**src/hw/rtl/idalloc_pkg.sv**
```systemverilog
// Shared types and constants for the identifier allocator.
// No dependencies; imported by idalloc_ctrl, idalloc_dp and the top level.
`default_nettype none

package idalloc_pkg;

    localparam int IDENT_W  = 16;
    localparam int POS_W    = 32;
    localparam int REQ_W    = 2;
    localparam int STATUS_W = 3;
    localparam int CNT_W    = IDENT_W + 1;

    // request codes
    localparam logic [REQ_W-1:0] REQ_ALLOC   = 2'd0;
    localparam logic [REQ_W-1:0] REQ_RELEASE = 2'd1;
    localparam logic [REQ_W-1:0] REQ_CLEAR   = 2'd2;

    // result status codes
    localparam logic [STATUS_W-1:0] ST_REUSED    = 3'd0;
    localparam logic [STATUS_W-1:0] ST_FRESH     = 3'd1;
    localparam logic [STATUS_W-1:0] ST_EXHAUSTED = 3'd2;
    localparam logic [STATUS_W-1:0] ST_RECORDED  = 3'd3;
    localparam logic [STATUS_W-1:0] ST_DROPPED   = 3'd4;
    localparam logic [STATUS_W-1:0] ST_CLEARED   = 3'd5;
    localparam logic [STATUS_W-1:0] ST_UNKNOWN   = 3'd7;

    localparam logic [CNT_W-1:0] CNT_RESET = 17'd1;

    // controller -> datapath
    typedef struct packed {
        logic load;     // capture request beat, reset scan trackers
        logic scan_en;  // issue a table read this cycle
        logic commit;   // apply table update and load the result register
    } cmd_t;

    // datapath -> controller
    typedef struct packed {
        logic addr_last; // scan address is at the final entry
        logic out_free;  // result register can take a new beat
    } sts_t;

endpackage

`default_nettype wire

```
**src/hw/rtl/id_allocator_with_timed_reuse.sv**
```systemverilog
// Identifier allocator with a timed reuse table: top level joining controller and datapath.
// Allocate/release: idle, then a scan with one read of the table memory per cycle, then a
// compare drain and a commit, which waits until the result register is free.
// Clear and unknown requests go from idle straight to commit.
// Reset (aresetn, synchronous, active low): table empty, fresh counter at 1, no result pending.
// Depends on idalloc_pkg, idalloc_ctrl and idalloc_dp.
`default_nettype none

module id_allocator_with_timed_reuse #(
    parameter int TABLE_DEPTH = 16   // reuse table entries, 2 to 256
) (
    input  wire logic                               aclk,
    input  wire logic                               aresetn,
    // request channel
    input  wire logic                               s_valid,
    output logic                                    s_ready,
    input  wire logic [idalloc_pkg::REQ_W-1:0]      s_req_type,
    input  wire logic [idalloc_pkg::POS_W-1:0]      s_topo_pos,
    input  wire logic [idalloc_pkg::IDENT_W-1:0]    s_rel_ident,
    // result channel
    output logic                                    m_valid,
    input  wire logic                               m_ready,
    output logic [idalloc_pkg::IDENT_W-1:0]         m_ident,
    output logic [idalloc_pkg::STATUS_W-1:0]        m_status
);
    import idalloc_pkg::*;

    cmd_t cmd;
    sts_t sts;

    // Controller: idle -> scan (one table entry read per cycle) -> drain (last compare)
    // -> commit (waits for the result register to free up). Clear and unknown requests skip
    // scan and drain. A new beat is taken in idle while a result sits in the output register.
    idalloc_ctrl u_ctrl (
        .aclk       (aclk),
        .aresetn    (aresetn),
        .s_valid    (s_valid),
        .s_ready    (s_ready),
        .s_req_type (s_req_type),
        .cmd        (cmd),
        .sts        (sts)
    );

    // Datapath: identifier/position memory with registered read, valid flops,
    // lowest-identifier and first-free trackers, saturating fresh counter.
    idalloc_dp #(
        .TABLE_DEPTH (TABLE_DEPTH)
    ) u_dp (
        .aclk        (aclk),
        .aresetn     (aresetn),
        .cmd         (cmd),
        .sts         (sts),
        .s_req_type  (s_req_type),
        .s_topo_pos  (s_topo_pos),
        .s_rel_ident (s_rel_ident),
        .m_valid     (m_valid),
        .m_ready     (m_ready),
        .m_ident     (m_ident),
        .m_status    (m_status)
    );

endmodule

`default_nettype wire

```
**src/hw/rtl/idalloc_ctrl.sv**
```systemverilog
// Sequencing state machine for the identifier allocator.
// Depends on idalloc_pkg; drives idalloc_dp through cmd_t / sts_t.
`default_nettype none

module idalloc_ctrl (
    input  wire logic                            aclk,
    input  wire logic                            aresetn,
    input  wire logic                            s_valid,
    output logic                                 s_ready,
    input  wire logic [idalloc_pkg::REQ_W-1:0]   s_req_type,
    output idalloc_pkg::cmd_t                    cmd,
    input  wire idalloc_pkg::sts_t               sts
);
    import idalloc_pkg::*;

    localparam logic [1:0] S_IDLE   = 2'd0;
    localparam logic [1:0] S_SCAN   = 2'd1;
    localparam logic [1:0] S_DRAIN  = 2'd2;
    localparam logic [1:0] S_COMMIT = 2'd3;

    logic [1:0] state_reg, state_next;
    logic       accept;

    assign s_ready = (state_reg == S_IDLE);
    assign accept  = s_valid && s_ready;

    always_comb begin
        state_next   = state_reg;
        cmd.load     = 1'b0;
        cmd.scan_en  = 1'b0;
        cmd.commit   = 1'b0;
        unique case (state_reg)
            S_IDLE: begin
                if (accept) begin
                    cmd.load = 1'b1;
                    if (s_req_type == REQ_ALLOC || s_req_type == REQ_RELEASE) begin
                        state_next = S_SCAN;
                    end else begin
                        state_next = S_COMMIT;
                    end
                end
            end
            S_SCAN: begin
                cmd.scan_en = 1'b1;
                if (sts.addr_last) begin
                    state_next = S_DRAIN;
                end
            end
            S_DRAIN: begin
                state_next = S_COMMIT;
            end
            S_COMMIT: begin
                if (sts.out_free) begin
                    cmd.commit = 1'b1;
                    state_next = S_IDLE;
                end
            end
            default: begin
                state_next = S_IDLE;
            end
        endcase
    end

    always_ff @(posedge aclk) begin
        if (!aresetn) begin
            state_reg <= S_IDLE;
        end else begin
            state_reg <= state_next;
        end
    end

endmodule

`default_nettype wire

```
**src/hw/rtl/idalloc_dp.sv**
```systemverilog
// Datapath: reuse table memory, valid bits, scan trackers, fresh counter, result register.
// Depends on idalloc_pkg; commanded by idalloc_ctrl.
`default_nettype none

module idalloc_dp #(
    parameter int TABLE_DEPTH = 16
) (
    input  wire logic                               aclk,
    input  wire logic                               aresetn,
    input  wire idalloc_pkg::cmd_t                  cmd,
    output idalloc_pkg::sts_t                       sts,
    input  wire logic [idalloc_pkg::REQ_W-1:0]      s_req_type,
    input  wire logic [idalloc_pkg::POS_W-1:0]      s_topo_pos,
    input  wire logic [idalloc_pkg::IDENT_W-1:0]    s_rel_ident,
    output logic                                    m_valid,
    input  wire logic                               m_ready,
    output logic [idalloc_pkg::IDENT_W-1:0]         m_ident,
    output logic [idalloc_pkg::STATUS_W-1:0]        m_status
);
    import idalloc_pkg::*;

    localparam int IDX_W = (TABLE_DEPTH > 1) ? $clog2(TABLE_DEPTH) : 1;
    localparam logic [IDX_W-1:0] IDX_LAST = IDX_W'(TABLE_DEPTH - 1);

    // table storage
    logic [IDENT_W-1:0]     mem_ident [TABLE_DEPTH];
    logic [POS_W-1:0]       mem_pos   [TABLE_DEPTH];
    logic [TABLE_DEPTH-1:0] valid_reg;

    // captured request
    logic [REQ_W-1:0]   req_reg;
    logic [POS_W-1:0]   pos_reg;
    logic [IDENT_W-1:0] rid_reg;

    // scan pipeline
    logic [IDX_W-1:0]   addr_reg;
    logic               rd_vld_reg;
    logic [IDX_W-1:0]   rd_idx_reg;
    logic [IDENT_W-1:0] rd_ident_reg;
    logic [POS_W-1:0]   rd_pos_reg;

    // trackers: best candidate (alloc) or matching entry (release), first free slot
    logic               found_reg;
    logic [IDX_W-1:0]   hit_idx_reg;
    logic [IDENT_W-1:0] hit_ident_reg;
    logic               free_found_reg;
    logic [IDX_W-1:0]   free_idx_reg;

    logic [CNT_W-1:0]   counter_reg;

    logic               m_valid_reg;
    logic [IDENT_W-1:0] m_ident_reg;
    logic [STATUS_W-1:0] m_status_reg;

    logic               rd_entry_valid;
    logic               alloc_hit;
    logic               rel_hit;
    logic               is_alloc;
    logic               is_release;

    assign is_alloc       = (req_reg == REQ_ALLOC);
    assign is_release     = (req_reg == REQ_RELEASE);
    assign rd_entry_valid = valid_reg[rd_idx_reg];
    assign alloc_hit      = rd_entry_valid && (pos_reg > rd_pos_reg)
                            && (!found_reg || (rd_ident_reg < hit_ident_reg));
    assign rel_hit        = rd_entry_valid && (rd_ident_reg == rid_reg) && !found_reg;

    assign sts.addr_last = (addr_reg == IDX_LAST);
    assign sts.out_free  = !m_valid_reg || m_ready;

    assign m_valid  = m_valid_reg;
    assign m_ident  = m_ident_reg;
    assign m_status = m_status_reg;

    // memory read port
    always_ff @(posedge aclk) begin
        if (cmd.scan_en) begin
            rd_ident_reg <= mem_ident[addr_reg];
            rd_pos_reg   <= mem_pos[addr_reg];
            rd_idx_reg   <= addr_reg;
        end
    end

    // memory write port: overwrite in place on match, else fill first free slot
    always_ff @(posedge aclk) begin
        if (cmd.commit && is_release && (found_reg || free_found_reg)) begin
            mem_ident[found_reg ? hit_idx_reg : free_idx_reg] <= rid_reg;
            mem_pos[found_reg ? hit_idx_reg : free_idx_reg]   <= pos_reg;
        end
    end

    // request capture and scan trackers
    always_ff @(posedge aclk) begin
        if (cmd.load) begin
            req_reg <= s_req_type;
            pos_reg <= s_topo_pos;
            rid_reg <= s_rel_ident;
        end
        if (rd_vld_reg && is_alloc && alloc_hit) begin
            hit_idx_reg   <= rd_idx_reg;
            hit_ident_reg <= rd_ident_reg;
        end
        if (rd_vld_reg && is_release && rel_hit) begin
            hit_idx_reg <= rd_idx_reg;
        end
        if (rd_vld_reg && !rd_entry_valid && !free_found_reg) begin
            free_idx_reg <= rd_idx_reg;
        end
    end

    always_ff @(posedge aclk) begin
        if (!aresetn) begin
            addr_reg       <= '0;
            rd_vld_reg     <= 1'b0;
            found_reg      <= 1'b0;
            free_found_reg <= 1'b0;
        end else begin
            rd_vld_reg <= cmd.scan_en;
            if (cmd.load) begin
                addr_reg       <= '0;
                found_reg      <= 1'b0;
                free_found_reg <= 1'b0;
            end else begin
                if (cmd.scan_en) begin
                    addr_reg <= addr_reg + IDX_W'(1);
                end
                if (rd_vld_reg && ((is_alloc && alloc_hit) || (is_release && rel_hit))) begin
                    found_reg <= 1'b1;
                end
                if (rd_vld_reg && !rd_entry_valid) begin
                    free_found_reg <= 1'b1;
                end
            end
        end
    end

    // valid bits and fresh counter
    always_ff @(posedge aclk) begin
        if (!aresetn) begin
            valid_reg   <= '0;
            counter_reg <= CNT_RESET;
        end else if (cmd.commit) begin
            case (req_reg)
                REQ_ALLOC: begin
                    if (found_reg) begin
                        valid_reg[hit_idx_reg] <= 1'b0;
                    end else if (!counter_reg[CNT_W-1]) begin
                        counter_reg <= counter_reg + CNT_W'(1);
                    end
                end
                REQ_RELEASE: begin
                    if (!found_reg && free_found_reg) begin
                        valid_reg[free_idx_reg] <= 1'b1;
                    end
                end
                REQ_CLEAR: begin
                    valid_reg <= '0;
                end
                default: begin
                end
            endcase
        end
    end

    // result register
    always_ff @(posedge aclk) begin
        if (!aresetn) begin
            m_valid_reg <= 1'b0;
        end else if (cmd.commit) begin
            m_valid_reg <= 1'b1;
        end else if (m_ready) begin
            m_valid_reg <= 1'b0;
        end
    end

    always_ff @(posedge aclk) begin
        if (cmd.commit) begin
            case (req_reg)
                REQ_ALLOC: begin
                    if (found_reg) begin
                        m_ident_reg  <= hit_ident_reg;
                        m_status_reg <= ST_REUSED;
                    end else if (counter_reg[CNT_W-1]) begin
                        m_ident_reg  <= '0;
                        m_status_reg <= ST_EXHAUSTED;
                    end else begin
                        m_ident_reg  <= counter_reg[IDENT_W-1:0];
                        m_status_reg <= ST_FRESH;
                    end
                end
                REQ_RELEASE: begin
                    m_ident_reg  <= '0;
                    m_status_reg <= (found_reg || free_found_reg) ? ST_RECORDED : ST_DROPPED;
                end
                REQ_CLEAR: begin
                    m_ident_reg  <= '0;
                    m_status_reg <= ST_CLEARED;
                end
                default: begin
                    m_ident_reg  <= '0;
                    m_status_reg <= ST_UNKNOWN;
                end
            endcase
        end
    end

endmodule

`default_nettype wire

```
**config.mk**
```make
export PLATFORM = sky130hd
export DESIGN_NAME = id_allocator_with_timed_reuse
export DESIGN_NICKNAME = d
export VERILOG_FILES = /design/src/hw/rtl/idalloc_pkg.sv /design/src/hw/rtl/id_allocator_with_timed_reuse.sv /design/src/hw/rtl/idalloc_ctrl.sv /design/src/hw/rtl/idalloc_dp.sv
export SDC_FILE = /design/constraint.sdc
export NUM_CORES = 1
export LEC_CHECK = 0
export BUFFER_PORTS_ARGS = -buffer_cell sky130_fd_sc_hd__buf_2
export CAP_MARGIN = 10
export CORE_MARGIN = 4
export CORE_UTILIZATION = 30
export DETAILED_ROUTE_END_ITERATION = 10
export HOLD_SLACK_MARGIN = 0.12
export PLACE_DENSITY = 0.44
export REMOVE_ABC_BUFFERS = 1
export SLEW_MARGIN = 40
export SYNTH_ARGS = -nofsm -noshare
export SYNTH_HDL_FRONTEND = slang
export SYNTH_SLANG_ARGS = --single-unit
```
**constraint.sdc**
```tcl
create_clock -name aclk -period 5.4 [get_ports aclk]
set_input_delay 1.08 -clock aclk [delete_from_list [all_inputs] [get_ports aclk]]
set_output_delay 1.08 -clock aclk [all_outputs]
set_load 0.05 [all_outputs]
```
== Word-level counts from Yosys, hierarchy flattened ==
Memories as Yosys holds them, arrays and structs flattened. A register that Yosys moved wholly into a read port is not among the register bits.
Index checks and enable logic that the tools add are counted.

* $add $sub $neg: 2
* $lt $le $gt $ge: 7
* Equal/unequal tests: 13
* Multiplexer cells: 33
* Bitwise operators: 6
* Reductions and logical operators: 39

{| class="wikitable"
|+ Operator list
! cell !! number
|-
| $mux W16 || 4
|-
| $pmux W16 S3 || 1
|-
| $gt A32 B32 Y1 || 1
|-
| $logic_and A1 B1 Y1 || 19
|-
| $add A17 B1 Y17 const B || 1
|-
| $mux W17 || 1
|-
| $and A16 B16 Y16 || 1
|-
| $eq A16 B16 Y1 || 1
|-
| $lt A16 B16 Y1 || 1
|-
| $not A16 Y16 || 1
|-
| $or A16 B16 Y16 || 1
|-
| $lt A4 B5 Y1 const B || 3
|-
| $mux W1 || 12
|-
| $mux W4 || 3
|-
| $mux W2 || 5
|-
| $pmux W3 S3 || 1
|-
| $demux W1 S4 || 2
|-
| $ge A4 B1 Y1 const B || 2
|-
| $ne A2 B2 Y1 const B || 4
|-
| $pmux W2 S4 || 1
|-
| $reduce_and A4 Y1 || 2
|-
| $eq A2 B1 Y1 const B || 3
|-
| $eq A2 B2 Y1 const B || 3
|-
| $logic_not A2 Y1 || 3
|-
| other kinds (12) || 24
|}

* Register bits after elaboration: 140
* Memory bits (writable): 768
* Output and inout bits: 21
* Memories: 2

{| class="wikitable"
|+ Memory list
! name !! depth !! bits a word !! rd ports !! clocked after Yosys merged registers in !! write ports !! line !! text
|-
| u_dp.mem_pos || 16 || 32 || 1 || 1 || 1 || idalloc_dp.sv:27 || <nowiki>logic [POS_W-1:0] mem_pos [TABLE_DEPTH];</nowiki>
|-
| u_dp.mem_ident || 16 || 16 || 1 || 1 || 1 || idalloc_dp.sv:26 || <nowiki>logic [IDENT_W-1:0] mem_ident [TABLE_DEPTH];</nowiki>
|}

== Longest topological paths before layout ==
* Depth in word-level cells: 8
* Gate-level depth with buffers: 8
* Depth with buffers taken out: 8

== Cells and area by module ==
From an unflattened synthesis, not the netlist that was laid out.

* Cell total of the unflattened synthesis: 1742
* Area total of the unflattened synthesis: 37223.2 µm²

{| class="wikitable"
|+ By module, submodules not included
! module !! times used !! cells an instance !! area each (µm²)
|-
| idalloc_dp || 1 || 1721 || 37043.0
|-
| idalloc_ctrl || 1 || 21 || 180.2
|}

== Worst setup path after synthesis ==
Ideal clock, no wire load.

* Kind: in2reg
* Start: in m_ready
* End: mem u_dp.mem_ident[6][0] (enable)
* Library setup time: 0.454 ns
* Arrival time: 4.456 ns
* Required time: 4.946 ns
* Path slack: 0.491 ns
* Stages: 6
* Buffers on the path: 1
* Cell sequence: nand2b_1 -> and2_1 -> clkbuf_1 -> and3_1 -> nand2_1 -> nor2_1

{| class="wikitable"
|+ RTL lines
! what !! line !! text
|-
| start, declared || id_allocator_with_timed_reuse.sv:22 || <nowiki>input wire logic m_ready,</nowiki>
|-
| end, declared || idalloc_dp.sv:26 ||
|}

== Worst setup path in the final report ==
* Start: reg u_dp.pos_reg[14]
* End: reg u_dp.hit_ident_reg[11] (enable)

* Longest elaborated chain between the ends: 4

{| class="wikitable"
|+ RTL lines
! what !! line !! text
|-
| start, declared || idalloc_dp.sv:32 || <nowiki>logic [POS_W-1:0] pos_reg;</nowiki>
|-
| start signal, assigned || idalloc_dp.sv:96 || <nowiki>pos_reg <= s_topo_pos;</nowiki>
|-
| $gt A32 B32 Y1 || idalloc_dp.sv:64 || <nowiki>assign alloc_hit = rd_entry_valid && (pos_reg > rd_pos_reg)</nowiki>
|-
| $logic_and A1 B1 Y1 || idalloc_dp.sv:64 ||
|-
| $logic_and A1 B1 Y1 || idalloc_dp.sv:65 || <nowiki>&& (!found_reg || (rd_ident_reg < hit_ident_reg));</nowiki>
|-
| $logic_and A1 B1 Y1 || idalloc_dp.sv:99 || <nowiki>if (rd_vld_reg && is_alloc && alloc_hit) begin</nowiki>
|-
| end signal, assigned || idalloc_dp.sv:101 || <nowiki>hit_ident_reg <= rd_ident_reg;</nowiki>
|-
| end, declared || idalloc_dp.sv:45 || <nowiki>logic [IDENT_W-1:0] hit_ident_reg;</nowiki>
|}

No other way between the ends.
A chain may end at the register's enable or synchronous reset.

==> results.toml <==
[status]
status = "finished, final reports clean"

[power]
internal_power_uw = 14100
net-switching-power_uw = 4680
p_leak_uw = 0.0138
p_comb_frac = 0.112
switching_share = 0.249
power.density_mw_per_mm2 = 429
clockPowerShare = 0.393
fin_total_pwr_uw = 18800
pwr-share-seq = 0.494
vdd_drop_max_mv = 0.257

[yosys]
synth_compound_area_frac = 0.0234
yosysWarningCount = 0
syn_inst = 1728
synth_ff_type = "edfxtp_1"
synthMuxAreaShare = 0.149
syn_area_mm2 = 0.0372
synthAdderAreaFrac = 0.0192
yosys_register_bits = 956
async_flop_share = 0
synth_top_family_by_area = "multiplexers"
seq_area_frac_synth = 0.761
synth_edf_count = 913
synth_simple_gate_area_frac = 0.0257
synth_xor_area_frac = 0.00707
synth.avg_cell_area_um2 = 21.5
synth_cell_type_count = 59

[global_route]
grt_pass1_vias = 18700
antenna_found_initial = 0
grt_pass1_wl_um = 135000
grt_overflow = 0
track_usage = 0.142
grt_max_degree = 49

[clock_network]
cts_max_level = 3
cts_made_buffers = 107
cts_hold_buffers = 0
clk_pin_slew_ns = 0.06
ctsResizeCount = 0
clockRootBuffer = "clkbuf_16"
cts_setup_buffers = 0
clk_latency_ns = 0.70
clockBufferDepth = 3
cts_tree = "built"
clock_sinks = 956

[sta]
fin_skew_ns = 0.0400
fmax_mhz = 268
tightest_slew_ns = 0.801
slew_viol_final = 0
max_slew_margin = 0.466
fin_crit_ns = 3.73
setup_viol = 0
rsz0062_at_grt = "false"
setup_tns_ns = 0
period_share = 0.691
hold_violations = 0

[floorplanning]
rows = 128
fp.dieW_um = 360
die-area_mm2 = 0.130
die_y_um = 360
pin_count = 75
initial_utilization = 0.304
coreArea_mm2 = 0.122

[cells_and_area]
drive_gt1_frac = 0.295
instances_no_fill = 3612
max_flop_register = "u_dp.mem_pos"
top_regs = "u_dp.mem_pos: 512 flops, u_dp.mem_ident: 256 flops"
largest_reg_flops = 512
finalInstanceArea_mm2 = 0.0438
utilization = 0.358
n_antenna_cell = 0
area_growth_syn_to_layout_pct = 17.9
nets = 2004

[place]
placed_cell_area_mm2 = 0.0402
io_buffers = 74
gp_congestion = 0.760
dp.cells = 3409
hpwlAfterDp_um = 52500

[routing]
viasPerCell = 4.85
dr_total_vias = 17500
drtAntennaViolNets = 0
drc = 0
wl_per_cell_um = 25.7
initialDrtViolationCount = 1419
wl_um = 92800
drt-pass1-iter-count = 5

[setup_path]
setup.worst_path.end_class = "register"
cp.required_ns = 5.70
cp_max_fo = 17
cp.arrival_ns = 4.03
crit_type = "reg2reg"
start_kind = "register"
r2r_cells = 7

[worst_hold_path]
hold_path_class = "reg2reg"
hold_depth = 2

[job]
maxCapViolCount = 0
==> path summary, 6_finish.rpt <==
path,startpoint,endpoint,slack (ns)
min,u_dp.counter_reg[1],u_dp.counter_reg[1],0.50
min reg2reg,u_dp.counter_reg[1],u_dp.counter_reg[1],0.50
max,u_dp.pos_reg[14],u_dp.hit_ident_reg[11],1.67
max reg2reg,u_dp.pos_reg[14],u_dp.hit_ident_reg[11],1.67
==> placed cells by master (no fill, tap or decap), types with 16 or more instances in the layout <==
master,n
a21oi_1,26
buf_12,25
buf_2,74
buf_4,29
clkbuf_16,109
clkinv_1,28
clkinv_2,25
dfxtp_1,39
edfxtp_1,913
ha_1,56
inv_1,57
mux4_2,241
nand2_1,37
nand4_1,17
nor2_1,31
nor2_4,16
o221a_2,16
xor2_1,18
==> layout make-up <==
type	count	area, um^2
fillers	11400	78500
clock buffers	124	2780
multi-input cells	639	8520
clock inverters	79	816
repair buffers	131	1150
inverters	58	218
flip-flops and latches	956	28300
well taps	1625	2030
==> Yosys cell counts (14+ instances only) <==
| cell type | n | area [um^2] |
|---|---|---|
| clkbuf_1 | 47 | 176 |
| dfxtp_1 | 43 | 861 |
| nor2_1 | 47 | 176 |
| xor2_1 | 18 | 158 |
| a21oi_1 | 27 | 135 |
| inv_1 | 57 | 214 |
| ha_1 | 57 | 713 |
| mux4_2 | 241 | 5430 |
| a22o_1 | 15 | 131 |
| nand4_1 | 17 | 106 |
| o221a_2 | 16 | 180 |
| buf_2 | 23 | 115 |
| nand2_1 | 37 | 139 |
| edfxtp_1 | 913 | 27400 |
| o21ai_0 | 15 | 75.1 |
| and2_1 | 14 | 87.6 |
==> stage by stage <==
| stage | hold WS, ns | setup slack (ns) |
|---|---|---|
| 3_5_place_dp | 0.497 | 1.57 |
| 2_1_floorplan | 0.463 | -3.94 |
| 3_3_place_gp | 0.480 | 1.63 |
| 5_1_grt | 0.512 | 1.42 |
| 6_report | 0.502 | 1.67 |
| 4_1_cts | 0.496 | 1.52 |
==> cells by family after synthesis <==
group	count (synthesis)
xor gates and xnor gates	30
DFF	956
buffers and inverters	133
AOI/OAI and AO/OA	115
adders and majority gates	57
and+or+nand+nor	185
muxes	252
==> critical path, stage by stage, from the launching register on <==
cell and delay (ns):
edfxtp_1 0.68, ha_1 0.46, nand4_1 0.16, nor4_1 0.72, o21ai_0 0.19, a31oi_1 0.25, o311ai_2 0.26, inv_1 0.61
==> power by group through the flow <==
stage | sequential, uW | combinational (uW) | clock (uW)
detailed placement | 9460 | 2170 | 0
global placement | 9470 | 2110 | 0
finish | 9290 | 2110 | 7390
CTS | 9300 | 2180 | 7610
floorplan | 9460 | 1560 | 0
global route | 9350 | 2330 | 7940
==> per-layer routing <==
| metal | share of wire | track usage |
|---|---|---|
| met1 | 0.46 | 0.199 |
| met5 | 0 | 0 |
| met4 | 0.022 | 0.0356 |
| met3 | 0.041 | 0.0265 |
| met2 | 0.48 | 0.230 |
No activity file was read; power rests on OpenSTA's default activity.
